## src/hse_pkg.sv

```systemverilog
// ----------------------------------------------------------------------------
// hse_pkg
// Types and constants shared by the histogram statistics engine modules.
// ----------------------------------------------------------------------------
`default_nettype none

package hse_pkg;

  localparam int unsigned VAL_W    = 7;
  localparam int unsigned PCT_W    = 7;
  localparam int unsigned CNT_W    = 23;
  localparam int unsigned SUM_W    = 30;
  localparam int unsigned PROD_W   = 30;
  localparam int unsigned PCT_FULL = 100;

  localparam logic OP_INSERT = 1'b0;
  localparam logic OP_QUERY  = 1'b1;

  typedef enum logic {
    KIND_INSERT,
    KIND_QUERY
  } item_kind_e;

  typedef struct packed {
    item_kind_e             kind;
    logic                   walk_en;
    logic [VAL_W-1:0]       value;
    logic [PCT_W-1:0]       pct;
  } item_t;

  typedef enum logic [2:0] {
    ST_IDLE,
    ST_INS,
    ST_SCAN,
    ST_WALK_T,
    ST_WALK,
    ST_DONE
  } back_state_e;

endpackage

`default_nettype wire

```

## src/hse_front.sv

```systemverilog
// ----------------------------------------------------------------------------
// hse_front
// Accepts input items, drops out-of-range inserts, flags queries whose
// threshold walk applies, and buffers work in a two-entry queue.
// ----------------------------------------------------------------------------
`default_nettype none

module hse_front #(
  parameter int unsigned MAX_VALUE = 100
) (
  input  wire logic                      clk_i,
  input  wire logic                      rst_ni,
  input  wire logic                      in_valid_i,
  output logic                           in_ready_o,
  input  wire logic                      op_i,
  input  wire logic [hse_pkg::VAL_W-1:0] value_i,
  input  wire logic [hse_pkg::PCT_W-1:0] percentage_i,
  output logic                           item_valid_o,
  input  wire logic                      item_ready_i,
  output hse_pkg::item_t                 item_o
);
  import hse_pkg::*;

  item_t      slots_q [2];
  logic       wptr_q, rptr_q;
  logic [1:0] cnt_q, cnt_d;
  logic       in_range, keep, push, pop;
  item_t      item_new;

  assign in_range = 32'(value_i) <= 32'(MAX_VALUE);
  assign keep     = (op_i == OP_QUERY) || in_range;

  always_comb begin
    item_new.kind    = (op_i == OP_QUERY) ? KIND_QUERY : KIND_INSERT;
    item_new.walk_en = in_range && (percentage_i <= PCT_W'(PCT_FULL));
    item_new.value   = value_i;
    item_new.pct     = percentage_i;
  end

  assign in_ready_o   = cnt_q != 2'd2;
  assign push         = in_valid_i && in_ready_o && keep;
  assign item_valid_o = cnt_q != 2'd0;
  assign pop          = item_valid_o && item_ready_i;
  assign item_o       = slots_q[rptr_q];

  always_comb begin
    cnt_d = cnt_q;
    if (push && !pop) begin
      cnt_d = cnt_q + 2'd1;
    end else if (pop && !push) begin
      cnt_d = cnt_q - 2'd1;
    end
  end

  always_ff @(posedge clk_i or negedge rst_ni) begin
    if (!rst_ni) begin
      wptr_q <= 1'b0;
      rptr_q <= 1'b0;
      cnt_q  <= 2'd0;
    end else begin
      cnt_q <= cnt_d;
      if (push) wptr_q <= ~wptr_q;
      if (pop)  rptr_q <= ~rptr_q;
    end
  end

  always_ff @(posedge clk_i) begin
    if (push) slots_q[wptr_q] <= item_new;
  end

endmodule

`default_nettype wire

```

## src/hse_div.sv

```systemverilog
// ----------------------------------------------------------------------------
// hse_div
// Restoring divider, one quotient bit per cycle, for the weighted sum over
// the sample count.
// ----------------------------------------------------------------------------
`default_nettype none

module hse_div (
  input  wire logic                      clk_i,
  input  wire logic                      rst_ni,
  input  wire logic                      start_i,
  input  wire logic [hse_pkg::SUM_W-1:0] dividend_i,
  input  wire logic [hse_pkg::CNT_W-1:0] divisor_i,
  output logic                           busy_o,
  output logic [hse_pkg::SUM_W-1:0]      quot_o,
  output logic [hse_pkg::CNT_W-1:0]      rem_o
);
  import hse_pkg::*;

  localparam int unsigned SW = $clog2(SUM_W);
  localparam logic [SW-1:0] STEPS_M1 = SW'(SUM_W - 1);

  logic [SUM_W-1:0] quot_q;
  logic [CNT_W-1:0] rem_q, divisor_q;
  logic [SW-1:0]    cnt_q;
  logic             busy_q;
  logic [CNT_W:0]   shifted;
  logic [CNT_W+1:0] diff;
  logic             ge;

  assign shifted = {rem_q, quot_q[SUM_W-1]};
  assign diff    = {1'b0, shifted} - {2'b00, divisor_q};
  assign ge      = !diff[CNT_W+1];

  always_ff @(posedge clk_i or negedge rst_ni) begin
    if (!rst_ni) begin
      busy_q <= 1'b0;
      cnt_q  <= '0;
    end else if (start_i) begin
      busy_q <= 1'b1;
      cnt_q  <= STEPS_M1;
    end else if (busy_q) begin
      cnt_q <= cnt_q - SW'(1);
      if (cnt_q == '0) busy_q <= 1'b0;
    end
  end

  always_ff @(posedge clk_i) begin
    if (start_i) begin
      quot_q    <= dividend_i;
      rem_q     <= '0;
      divisor_q <= divisor_i;
    end else if (busy_q) begin
      quot_q <= {quot_q[SUM_W-2:0], ge};
      rem_q  <= ge ? diff[CNT_W-1:0] : shifted[CNT_W-1:0];
    end
  end

  assign busy_o = busy_q;
  assign quot_o = quot_q;
  assign rem_o  = rem_q;

endmodule

`default_nettype wire

```

## src/hse_back.sv

```systemverilog
// ----------------------------------------------------------------------------
// hse_back
// Holds the bin memory and running totals, carries out inserts, and answers
// queries with a scan up all bins and an optional downward threshold walk.
// ----------------------------------------------------------------------------
`default_nettype none

module hse_back #(
  parameter int unsigned MAX_VALUE = 100,
  parameter int unsigned BIN_WIDTH = 16
) (
  input  wire logic                      clk_i,
  input  wire logic                      rst_ni,
  input  wire logic                      item_valid_i,
  output logic                           item_ready_o,
  input  hse_pkg::item_t                 item_i,
  output logic                           out_valid_o,
  input  wire logic                      out_ready_i,
  output logic [hse_pkg::VAL_W-1:0]      mean_o,
  output logic [hse_pkg::VAL_W-1:0]      max_value_o,
  output logic [hse_pkg::VAL_W-1:0]      min_value_o,
  output logic [hse_pkg::VAL_W-1:0]      median_o,
  output logic [hse_pkg::CNT_W-1:0]      count_above_o,
  output logic [hse_pkg::CNT_W-1:0]      count_below_o,
  output logic [hse_pkg::VAL_W-1:0]      shift_o
);
  import hse_pkg::*;

  localparam int unsigned NBINS = MAX_VALUE + 1;
  localparam int unsigned IW    = $clog2(NBINS);
  localparam int unsigned CW    = (IW > VAL_W) ? IW : VAL_W;
  localparam logic [IW-1:0] LAST = IW'(MAX_VALUE);
  localparam logic [BIN_WIDTH-1:0] BIN_FULL = '1;

  // bin memory, entries read as zero until first written
  logic [BIN_WIDTH-1:0] mem [NBINS];
  logic [BIN_WIDTH-1:0] mem_rd_q;
  logic [NBINS-1:0]     valid_q;
  logic                 rd_ok_q;
  logic [BIN_WIDTH-1:0] rdata;

  back_state_e state_q, state_d;

  logic [CNT_W-1:0]  total_q;
  logic [SUM_W-1:0]  sum_q;
  logic [VAL_W-1:0]  t_q;
  logic              walk_en_q;
  logic [IW-1:0]     proc_q, j_q, mx_q, mn_q, med_q, t_idx;
  logic              mn_found_q, med_found_q;
  logic [CNT_W-1:0]  run_q, above_q, below_q, pass_q, run_sum, bin_cnt;
  logic [PROD_W-1:0] prod_q;
  logic [VAL_W-1:0]  shift_q;

  logic [IW-1:0]     rd_addr;
  logic              wr_en, pop, div_start, walk_go, ins_ok, out_load;
  logic [SUM_W:0]    sum_ext;
  logic [SUM_W-1:0]  quot;
  logic [CNT_W-1:0]  rem;
  logic              div_busy;
  logic [VAL_W-1:0]  mean_val;

  logic                 out_valid_q;
  logic [VAL_W-1:0]     mean_q, mx_out_q, mn_out_q, med_out_q, shift_out_q;
  logic [CNT_W-1:0]     above_out_q, below_out_q;

  assign rdata   = rd_ok_q ? mem_rd_q : '0;
  assign bin_cnt = CNT_W'(rdata);
  assign run_sum = run_q + bin_cnt;
  assign t_idx   = walk_en_q ? IW'(t_q) : '0;
  assign pop     = item_valid_i && item_ready_o;
  assign sum_ext = {1'b0, sum_q} + (SUM_W + 1)'(t_q);
  assign ins_ok  = (rdata != BIN_FULL) && (total_q != '1) && !sum_ext[SUM_W];
  assign walk_go = (j_q != '0) && (prod_q > PROD_W'(pass_q) * PROD_W'(PCT_FULL));
  assign out_load = (state_q == ST_DONE) && !div_busy && (!out_valid_q || out_ready_i);

  assign item_ready_o = state_q == ST_IDLE;

  always_comb begin
    state_d   = state_q;
    rd_addr   = '0;
    wr_en     = 1'b0;
    div_start = 1'b0;
    unique case (state_q)
      ST_IDLE: begin
        if (pop) begin
          if (item_i.kind == KIND_INSERT) begin
            rd_addr = IW'(item_i.value);
            state_d = ST_INS;
          end else begin
            div_start = 1'b1;
            state_d   = ST_SCAN;
          end
        end
      end
      ST_INS: begin
        wr_en   = ins_ok;
        state_d = ST_IDLE;
      end
      ST_SCAN: begin
        if (proc_q == LAST) begin
          rd_addr = t_idx;
          state_d = walk_en_q ? ST_WALK_T : ST_DONE;
        end else begin
          rd_addr = proc_q + IW'(1);
        end
      end
      ST_WALK_T: begin
        rd_addr = (t_idx != '0) ? t_idx - IW'(1) : '0;
        state_d = ST_WALK;
      end
      ST_WALK: begin
        rd_addr = (j_q > IW'(1)) ? j_q - IW'(2) : '0;
        if (!walk_go) state_d = ST_DONE;
      end
      ST_DONE: begin
        if (out_load) state_d = ST_IDLE;
      end
      default: state_d = ST_IDLE;
    endcase
  end

  always_ff @(posedge clk_i or negedge rst_ni) begin
    if (!rst_ni) begin
      state_q     <= ST_IDLE;
      valid_q     <= '0;
      total_q     <= '0;
      sum_q       <= '0;
      out_valid_q <= 1'b0;
    end else begin
      state_q <= state_d;
      if (wr_en) begin
        valid_q[IW'(t_q)] <= 1'b1;
        total_q <= total_q + CNT_W'(1);
        sum_q   <= sum_ext[SUM_W-1:0];
      end
      if (out_load) begin
        out_valid_q <= 1'b1;
      end else if (out_ready_i) begin
        out_valid_q <= 1'b0;
      end
    end
  end

  always_ff @(posedge clk_i) begin
    mem_rd_q <= mem[rd_addr];
    rd_ok_q  <= valid_q[rd_addr];
    if (wr_en) mem[IW'(t_q)] <= rdata + BIN_WIDTH'(1);
  end

  // query datapath
  always_ff @(posedge clk_i) begin
    unique case (state_q)
      ST_IDLE: begin
        t_q         <= item_i.value;
        walk_en_q   <= item_i.walk_en;
        prod_q      <= PROD_W'(item_i.pct) * PROD_W'(total_q);
        proc_q      <= '0;
        run_q       <= '0;
        above_q     <= '0;
        below_q     <= '0;
        mx_q        <= '0;
        mn_q        <= LAST;
        med_q       <= '0;
        mn_found_q  <= 1'b0;
        med_found_q <= 1'b0;
        shift_q     <= '0;
      end
      ST_SCAN: begin
        proc_q <= proc_q + IW'(1);
        run_q  <= run_sum;
        if (rdata != '0 && proc_q != '0) mx_q <= proc_q;
        if (rdata != '0 && proc_q != LAST && !mn_found_q) begin
          mn_q       <= proc_q;
          mn_found_q <= 1'b1;
        end
        if (!med_found_q && {run_sum, 1'b0} >= {1'b0, total_q}) begin
          med_q       <= proc_q;
          med_found_q <= 1'b1;
        end
        if (CW'(proc_q) > CW'(t_q)) above_q <= above_q + bin_cnt;
        if (CW'(proc_q) < CW'(t_q)) below_q <= below_q + bin_cnt;
      end
      ST_WALK_T: begin
        pass_q <= above_q + bin_cnt;
        j_q    <= t_idx;
      end
      ST_WALK: begin
        if (walk_go) begin
          pass_q <= pass_q + bin_cnt;
          j_q    <= j_q - IW'(1);
        end else begin
          shift_q <= VAL_W'(t_idx - j_q);
        end
      end
      ST_INS, ST_DONE: begin
      end
      default: begin
      end
    endcase
  end

  hse_div u_div (
    .clk_i      (clk_i),
    .rst_ni     (rst_ni),
    .start_i    (div_start),
    .dividend_i (sum_q),
    .divisor_i  (total_q),
    .busy_o     (div_busy),
    .quot_o     (quot),
    .rem_o      (rem)
  );

  // round up only when the remainder is over half the count
  always_comb begin
    if (total_q == '0) begin
      mean_val = '0;
    end else if ({rem, 1'b0} > {1'b0, total_q}) begin
      mean_val = VAL_W'(quot + SUM_W'(1));
    end else begin
      mean_val = VAL_W'(quot);
    end
  end

  always_ff @(posedge clk_i) begin
    if (out_load) begin
      mean_q      <= mean_val;
      mx_out_q    <= VAL_W'(mx_q);
      mn_out_q    <= VAL_W'(mn_q);
      med_out_q   <= VAL_W'(med_q);
      above_out_q <= walk_en_q || (32'(t_q) <= 32'(MAX_VALUE)) ? above_q : '0;
      below_out_q <= below_q;
      shift_out_q <= shift_q;
    end
  end

  assign out_valid_o   = out_valid_q;
  assign mean_o        = mean_q;
  assign max_value_o   = mx_out_q;
  assign min_value_o   = mn_out_q;
  assign median_o      = med_out_q;
  assign count_above_o = above_out_q;
  assign count_below_o = below_out_q;
  assign shift_o       = shift_out_q;

endmodule

`default_nettype wire

```

## src/histogram_statistics_engine_unit.sv

```systemverilog
// ----------------------------------------------------------------------------
// histogram_statistics_engine_unit
// Histogram of sample values with mean, extremes, median, threshold counts
// and percentage shift on query.
// ----------------------------------------------------------------------------
// Input channel (valid/ready): op 0 inserts value into its bin, op 1 queries
// with value as threshold and percentage as required share. Inserts above
// MAX_VALUE are dropped at the input and give no result.
// Output channel (valid/ready): one result per query, held in an output
// register until transferred; the engine keeps taking inputs into its
// two-entry queue while a result waits.
// Flow: an insert occupies the back end for its read and its write state.
// A query scans every bin (one memory read per bin), then, where it applies,
// walks down from the threshold (one bin per cycle), then registers the
// result; the mean divider runs alongside the scan. The back end takes a
// new item only once it is through with the last one.
// Reset clears the bins (per-bin valid flags), the totals and all handshake
// state at once; the block is ready in the first cycle after reset.
// When the receiver stalls, a further finished query waits in the back end.
// ----------------------------------------------------------------------------
`default_nettype none

module histogram_statistics_engine_unit #(
  parameter int unsigned MAX_VALUE = 100,
  parameter int unsigned BIN_WIDTH = 16
) (
  input  wire logic                      clk_i,
  input  wire logic                      rst_ni,
  input  wire logic                      in_valid_i,
  output logic                           in_ready_o,
  input  wire logic                      op_i,
  input  wire logic [hse_pkg::VAL_W-1:0] value_i,
  input  wire logic [hse_pkg::PCT_W-1:0] percentage_i,
  output logic                           out_valid_o,
  input  wire logic                      out_ready_i,
  output logic [hse_pkg::VAL_W-1:0]      mean_o,
  output logic [hse_pkg::VAL_W-1:0]      max_value_o,
  output logic [hse_pkg::VAL_W-1:0]      min_value_o,
  output logic [hse_pkg::VAL_W-1:0]      median_o,
  output logic [hse_pkg::CNT_W-1:0]      count_above_o,
  output logic [hse_pkg::CNT_W-1:0]      count_below_o,
  output logic [hse_pkg::VAL_W-1:0]      shift_o
);
  import hse_pkg::*;

  item_t item;
  logic  item_valid, item_ready;

  hse_front #(
    .MAX_VALUE (MAX_VALUE)
  ) u_front (
    .clk_i        (clk_i),
    .rst_ni       (rst_ni),
    .in_valid_i   (in_valid_i),
    .in_ready_o   (in_ready_o),
    .op_i         (op_i),
    .value_i      (value_i),
    .percentage_i (percentage_i),
    .item_valid_o (item_valid),
    .item_ready_i (item_ready),
    .item_o       (item)
  );

  hse_back #(
    .MAX_VALUE (MAX_VALUE),
    .BIN_WIDTH (BIN_WIDTH)
  ) u_back (
    .clk_i         (clk_i),
    .rst_ni        (rst_ni),
    .item_valid_i  (item_valid),
    .item_ready_o  (item_ready),
    .item_i        (item),
    .out_valid_o   (out_valid_o),
    .out_ready_i   (out_ready_i),
    .mean_o        (mean_o),
    .max_value_o   (max_value_o),
    .min_value_o   (min_value_o),
    .median_o      (median_o),
    .count_above_o (count_above_o),
    .count_below_o (count_below_o),
    .shift_o       (shift_o)
  );

endmodule

`default_nettype wire

```

## config.mk

```make
export PLATFORM = sky130hd
export DESIGN_NAME = histogram_statistics_engine_unit
export DESIGN_NICKNAME = d
export VERILOG_FILES = /design/src/hse_pkg.sv /design/src/hse_front.sv /design/src/hse_div.sv /design/src/hse_back.sv /design/src/histogram_statistics_engine_unit.sv
export SDC_FILE = /design/constraint.sdc
export NUM_CORES = 2
export LEC_CHECK = 0
export BUFFER_PORTS_ARGS = -buffer_cell sky130_fd_sc_hd__buf_2
export CORE_ASPECT_RATIO = 1.75
export CORE_MARGIN = 1.5
export CORE_UTILIZATION = 24
export DETAILED_ROUTE_END_ITERATION = 8
export PLACE_DENSITY_LB_ADDON = 0.12
export SYNTH_ARGS = -nofsm -noshare
export SYNTH_HDL_FRONTEND = slang
export SYNTH_SLANG_ARGS = --single-unit
```

## constraint.sdc

```tcl
create_clock -name clk_i -period 10.4 [get_ports clk_i]
set_input_delay 0 -clock clk_i [delete_from_list [all_inputs] [get_ports clk_i]]
set_output_delay 0 -clock clk_i [all_outputs]
set_load 0.05 [all_outputs]
```

# After elaboration in Yosys (flattened, before gate mapping)
# Memories as Yosys holds them, arrays and structs flattened. A register that Yosys moved wholly into a read port is not among the register bits.
# Index checks and enable logic that the tools add are counted.
dict set report op_classes {
  bitwise_logic 3
  n_reduce_logical 49
  order_cmp 12
  n_mux 63
  multipliers 2
  n_addsub 17
  eq_ne 20
}
# op count
set op_table {}
lappend op_table {{case mux 23 bit (2 select lines)} 4}
lappend op_table {{bitwise OR 101 bit} 1}
lappend op_table {{adder 23 x 16 -> 23 bit} 4}
lappend op_table {{two-way mux 23 bit} 4}
lappend op_table {{two-way mux 7 bit} 12}
lappend op_table {{case mux 7 bit (2 select lines)} 6}
lappend op_table {{two-way mux 30 bit} 2}
lappend op_table {{adder 30 x 7 -> 31 bit} 1}
lappend op_table {{greater-than comparator 30 bit} 1}
lappend op_table {{multiplier 7 x 23 -> 30 bit} 1}
lappend op_table {{multiplier 23 x 5 -> 28 bit, second input constant} 1}
lappend op_table {{case mux 7 bit (4 select lines)} 1}
lappend op_table {{subtractor 24 x 23 -> 25 bit} 1}
lappend op_table {{>= comparator 24 x 23 -> 1 bit} 1}
lappend op_table {{greater-than comparator 24 x 23 -> 1 bit} 1}
lappend op_table {{adder 23 x 1 -> 23 bit, second input constant} 1}
lappend op_table {{logical NOT 23 bit} 1}
lappend op_table {{!= test 23 bit, second input constant} 1}
lappend op_table {{<= comparator 7 bit, second input constant} 3}
lappend op_table {{nonzero test 7 bit} 3}
lappend op_table {{two-way mux 1 bit} 18}
lappend op_table {{adder 16 x 1 -> 16 bit, second input constant} 1}
lappend op_table {{logical AND 1 bit} 16}
lappend op_table {{< comparator 7 x 8 -> 1 bit, second input constant} 2}
lappend op_table {{other kinds (36)} 79}
dict set report word_totals {
  regBits 500
  wordCells 204
  n_memories 2
  mem_bits_rw 1648
}
# memory depth width rd rd_clocked_by_memory_dff write_ports line_no
set mem_list {}
lappend mem_list {u_back.mem 101 16 1 1 1 hse_back.sv:36} ;# logic [BIN_WIDTH-1:0] mem [NBINS];
lappend mem_list {u_front.slots_q 2 16 1 0 1 hse_front.sv:24} ;# item_t slots_q [2];

# Longest topological paths before layout
dict set report depth {
  depth_word 7
  ltp_mapped 24
  depth_no_buf 24
}

# Modules after synthesis
# A second synthesis with hierarchy kept.
dict set report unflattened {
  cells_unflattened 7873
  hier_area_um2 99455.4
}
# module area_per_inst_um2 seq_area_each_um2 cells_per_inst instances
set by_module_without_submodules {}
lappend by_module_without_submodules {hse_back 93473.4 60478.0 7370 1}
lappend by_module_without_submodules {hse_div 4538.1 2202.1 422 1}
lappend by_module_without_submodules {hse_front 1443.9 1061.0 81 1}

# Least setup slack after synthesis
# No wires, ideal clock.
dict set report synth_timing {
  path_type {reg2reg}
  startpoint {reg u_back.rd_ok_q}
  endpoint {mem u_back.mem[0][6] (data pin)}
  stages_incl_launch_ff 6
  arrival_ns 6.434
  required_time_ns 9.386
  synth_period_minus_slack_ns 7.448
  path_buffers 0
  path_slack_ns 2.952
  cell_sequence {dfxtp_1 > nand2_1 > inv_1 > ha_1 > nand4_1 > o31ai_1}
}
dict set report synth_between {
  elab_chain_cells 2
}
# element line_no
set synth_rtl {}
lappend synth_rtl {{start: declaration} hse_back.sv:39} ;# logic rd_ok_q;
lappend synth_rtl {{start signal: assignment} hse_back.sv:146} ;# rd_ok_q <= valid_q[rd_addr];
lappend synth_rtl {{two-way mux 16 bit} hse_back.sv:66} ;# assign rdata = rd_ok_q ? mem_rd_q : '0;
lappend synth_rtl {{adder 16 x 1 -> 16 bit} hse_back.sv:147} ;# if (wr_en) mem[IW'(t_q)] <= rdata + BIN_WIDTH'(1);
lappend synth_rtl {{end: declaration} hse_back.sv:36}
# Every way passes these cells.

# Worst setup path in the final report
dict set report layout_timing {
  startpoint {reg u_back.state_q[2]}
  endpoint {reg u_back.mem_rd_q[6] (read register of u_back.mem)}
}
dict set report layout_between {
  elab_chain_cells 4
  word_cells_on_any_way 7
}
# element line_no
set layout_rtl {}
lappend layout_rtl {{start: declaration} hse_back.sv:42} ;# back_state_e state_q, state_d;
lappend layout_rtl {{start signal: assignment} hse_back.sv:130} ;# state_q <= state_d;
lappend layout_rtl {{logical NOT 3 bit} {hse_back.sv:76, hse_back.sv:83}}
lappend layout_rtl {{logical AND 1 bit} hse_back.sv:70} ;# assign pop = item_valid_i && item_ready_o;
lappend layout_rtl {{two-way mux 7 bit} hse_back.sv:85} ;# if (pop) begin
lappend layout_rtl {{case mux 7 bit (4 select lines) *} hse_back.sv:83} ;# unique case (state_q)
lappend layout_rtl {{end: declaration} hse_back.sv:37} ;# logic [BIN_WIDTH-1:0] mem_rd_q;
# Every way passes the cells marked *; elsewhere a longest branch is shown, timed or not.
# A chain may end at the register's enable or synchronous reset.

==> results.txt <==
The relative slew slack is 0.0369. The max-cap violation count came out at 0. The area of the core came out at 413,000 µm². The slew of the pin with the lowest slew margin came out at approximately 1.4 ns. The total of buffers placed on input and output ports is 101. The signal on the critical path passes through nor2_4 -> buf_4 -> nand2_2 -> buf_4 -> inv_2 -> and3_1 -> mux2_2 -> a2111oi_4 -> buf_12 -> buf_4 -> mux2i_1 -> mux2i_1 -> a2111oi_0 -> a31oi_1 -> a211oi_2. The post-layout utilization of the core came out at 0.279. Summing over every cut layer, the via total after detailed routing is 65,500. The signal arrival time at the worst endpoint is 7.94 ns.

The total power density per cell area is 363 nW/µm². Of the total synthesized cell area, the portion taken by AND, OR, NAND and NOR gates is 0.163. Of the total synthesized cell area, the portion taken by full adders, half adders and majority gates is 0.0657. The synthesized flop and latch total came out at 2,164. The number of failing hold endpoints at the final stage came out at 0. From synthesis to final layout, the design area changed by 15.8%. After synthesis, the largest family of logic cells by area is simple AND/OR/NAND/NOR gates. The part of the power in registers came out at 0.293. Subtracting the final worst setup slack from the clock period gives 7.17 ns. The average footprint of a synthesized cell is 12.1 µm². The kind of path behind the tightest hold check is in -> reg. The number of buffers created by CTS came out at 216. The most common cell after layout, fill and taps aside is edfxtp_1. At the later pin of the worst-skew pair, clock insertion delay measures 0.95 ns. The final sum of negative setup slack came out at 0 ns. The part of the cycle the worst path needs came out at 0.690. The post-synth design cell area came out at between 90,000 and 100,000 µm². The switching share of power came out at 0.459. The endpoint class of the critical path is a flip-flop.

The clock transition at the registers of the reported paths is 0.07 ns. The number of distinct library cell variants in the gate-level netlist after synthesis came out at 82. The clock root buffer master is clkbuf_16.

The stage delay of the slowest cell on the critical path came out at about 0.75 ns. The number of rows in the core area is 312. Setup repair after global routing left no endpoint under its margin. In the layout the commonest cells are edfxtp_1 (1,956), nand2_1 (1,763), nand3_1 (822). The sequential area share after synthesis came out at 0.640.

The number of enable flip-flop cells after synthesis came out at just under 2,000. The net count of the mapped netlist is 8,691. The y dimension of the die is 855 µm. The number of buffers inserted for hold repair after clock tree synthesis came out at 20. Of all nets on the critical path, the largest fanout is 100.

The wire length per cell is 26.7 µm. The main flop type after synthesis is edfxtp_1. The proportion of synthesized area in mux cells came out at 0.0266.

The CTS H-tree depth came out at 4. The startpoint of the worst register-to-register path is u_back.state_q[2]. Tracing the worst setup path back leads to its startpoint at u_back.state_q[2]. The worst setup path is launched from a flip-flop. The static power due to leakage came out at 42.8 nW.

For met2 alone, demand over resource in global routing was 0.332. In this run the count of I/O pins placed on the die edge is 102. Of the total power, combinational logic draws 0.512. The maximum buffer depth of the clock tree is 4.

The compound-cell area share of the yosys netlist came to 0.0566. In this run the most used layer during global routing was met2. The initial core utilization came out at 0.241. The flow ran to the end, and the final reports show no timing, DRC or antenna violations. The placer congestion estimate is 0.845.

The total net switching power came out at 0.0192 W. Entering global routing, the biggest net connects 133 pins. The number of setup buffers added after CTS came out at 0.

The number of warnings printed during yosys synthesis came out at 0. Among all stages on the critical path, the largest delay is contributed by a2111oi_0. Of the total synthesized cell area, the portion taken by XOR and XNOR cells is 0.0192. Clock skew on the completed layout was measured at 0.128 ns.

The mean number of vias per cell is roughly 4.6. The global-route usage over all layers came out at 0.175. The highest clock rate is 139 MHz. TritonCTS built the clock tree. After the first detailed-routing iteration, the DRC count stood at 4,387. The antenna violation net count after detailed routing is 0. The number of filler cells placed in the layout is 42,400. The final setup violation count is 0.

The number of global-route vias before repair came out at approximately 66,000. The most prevalent standard cell on the critical path is buf_4. The startpoint identified for the worst hold timing path is op_i. After the last flow step, the layout net total stands at 8,869. The wire length reported by the detailed router is 376,000 µm. The fraction of power consumed by the clock network is 0.196. The number of clock sinks seen by CTS is 2,164. The count of pins over their slew limit was 0. The number of antenna violations at the first check in global routing came to 30. The data required time of the worst path is 11.17 ns. The global route total overflow came out at 0.

The critical path class is reg -> reg. For this run, design rule violations remaining after detail routing come to 0. In this run the horizontal extent of the chip is 490 µm. The post-detailed-placement half-perimeter wirelength came out at about 250,000 µm. The maximum resistive drop on vdd is 0.376 mV. The die covers around 420,000 µm².

The number of resized instances in the post-cts repair step came out at 0. The internal power summed over all cells is 0.0226 W. Before antenna repair, the detailed router went through 5 iterations. The fraction of met3 tracks used by global routing came out at 0.0191. The post-synthesis async set-or-reset flop share is 0.0776.

Of the cells placed in the final design, the portion with a size suffix greater than 1 is 0.110. Synthesis produced 8,226 cells. The met1 track demand over resource in global routing is 0.196.

The global-route wire length before repair is around 530,000 µm.
==> Yosys cell counts, drive strengths merged (61+ instances only) <==
cell    instances  area (µm²)
edfxtp       1956       58700
or2           115         719
xnor2         150        1310
buf           163         823
and3          120         751
nor2          322        1210
mux2i         244        2440
o21ai         142         711
nand3         822        4110
ha            317        3970
nand2        1765        6630
fa            129        2580
xor2           68         596
inv           290        1090
and2           88         551
a21oi         214        1070
dfrtp         168        4200
clkbuf        258         968
a31oi          70         438
a21o           61         458
nand4          68         425
nor3           95         480
==> path summary, 6_finish.rpt <==
| check | depth (start not counted) | endpoint | slack [ns] |
|---|---|---|---|
| setup reg to reg | 15 | u_back.mem_rd_q[6] | 3.23 |
| min in group asynchronous | 4 | u_back.valid_q[12] | 0.25 |
| setup / recovery | 15 | u_back.mem_rd_q[6] | 3.23 |
| hold reg to reg | 0 | u_back.median_o[0] | 0.42 |
| hold / removal | 2 | u_front.slots_q[0][15] | 0.12 |
| max in group asynchronous | 5 | u_back.sum_q[25] | 8.19 |
==> worst max-delay path: cells and delay by family (launching register included) <==
| family | cells | cell delay, ns |
|---|---|---|
| AO/OA/AOI/OAI | 4 | 2.47 |
| AND/OR/NAND/NOR | 3 | 0.69 |
| multiplexers | 3 | 0.69 |
| buffers and inverters | 5 | 2.29 |
| flip-flops | 1 | 0.66 |
==> area by class of cell <==
class | instances | area [µm²] | area share
clock inverters | 99 | 1160 | 0.0100
clock buffers | 293 | 5960 | 0.0517
inverters | 290 | 1090 | 0.00944
repair buffers | 381 | 2890 | 0.0251
flip-flops and latches | 2164 | 63700 | 0.553
multi-input cells | 5351 | 33600 | 0.291
well taps | 5495 | 6880 | 0.0596
diodes | 15 | 37.5 | 0.000326
==> power by group through the flow <==
stage                     Sequential (W)  Clock, W  Combinational [W]
after floorplan                   0.0121         0             0.0131
after global placement            0.0124         0             0.0217
after detailed placement          0.0124         0             0.0218
after CTS                         0.0122   0.00841             0.0219
after global routing              0.0123   0.00865             0.0235
final                             0.0122   0.00818             0.0214
==> layer usage <==
layer / vias to the layer above / part of all wire / wire, µm
met4: 10 / 0.051 / 19200
li1: 29900 / - / -
met2: 1408 / 0.53 / 200000
met3: 523 / 0.034 / 13000
met1: 33600 / 0.38 / 144000
met5: - / 0.00017 / 64
==> kinds of logic after synthesis <==
logic type	count (synthesis)
AOI/OAI and AO/OA	829
DFF	2164
muxes	262
adders and majority gates	446
xor gates and xnor gates	218
and+or+nand+nor	3596
buffers and inverters	711
==> flip-flops by register name, indices dropped and copies added, names as in the netlist, 16 cells and up <==
register,flops
u_back.mem_rd_q,16
u_back.count_below_o,23
u_back.run_q,23
u_back.sum_q,30
u_back.mem,1616
u_back.valid_q,101
u_back.prod_q,30
u_back.total_q,23
u_front.slots_q,32
u_back.above_q,23
u_back.u_div.rem_o,23
u_back.u_div.quot_o,30
u_back.below_q,23
u_back.pass_q,23
u_back.count_above_o,23
u_back.u_div.divisor_q,23
==> stage by stage <==
step	setup slack (ns)	std cells	hold WS, ns	total power (W)	cell area, µm²
finish	3.23	14100	0.121	0.0418	115000
global route	2.95	14100	0.101	0.0445	115000
CTS	3.20	14100	0.0666	0.0426	115000
detailed placement	3.22	13700	0.0318	0.0342	108000
global placement	2.22	13700	0.0277	0.0342	108000
floorplan	2.95	8226	-0.296	0.0252	99600
No activity file was read; power rests on OpenSTA's default activity.
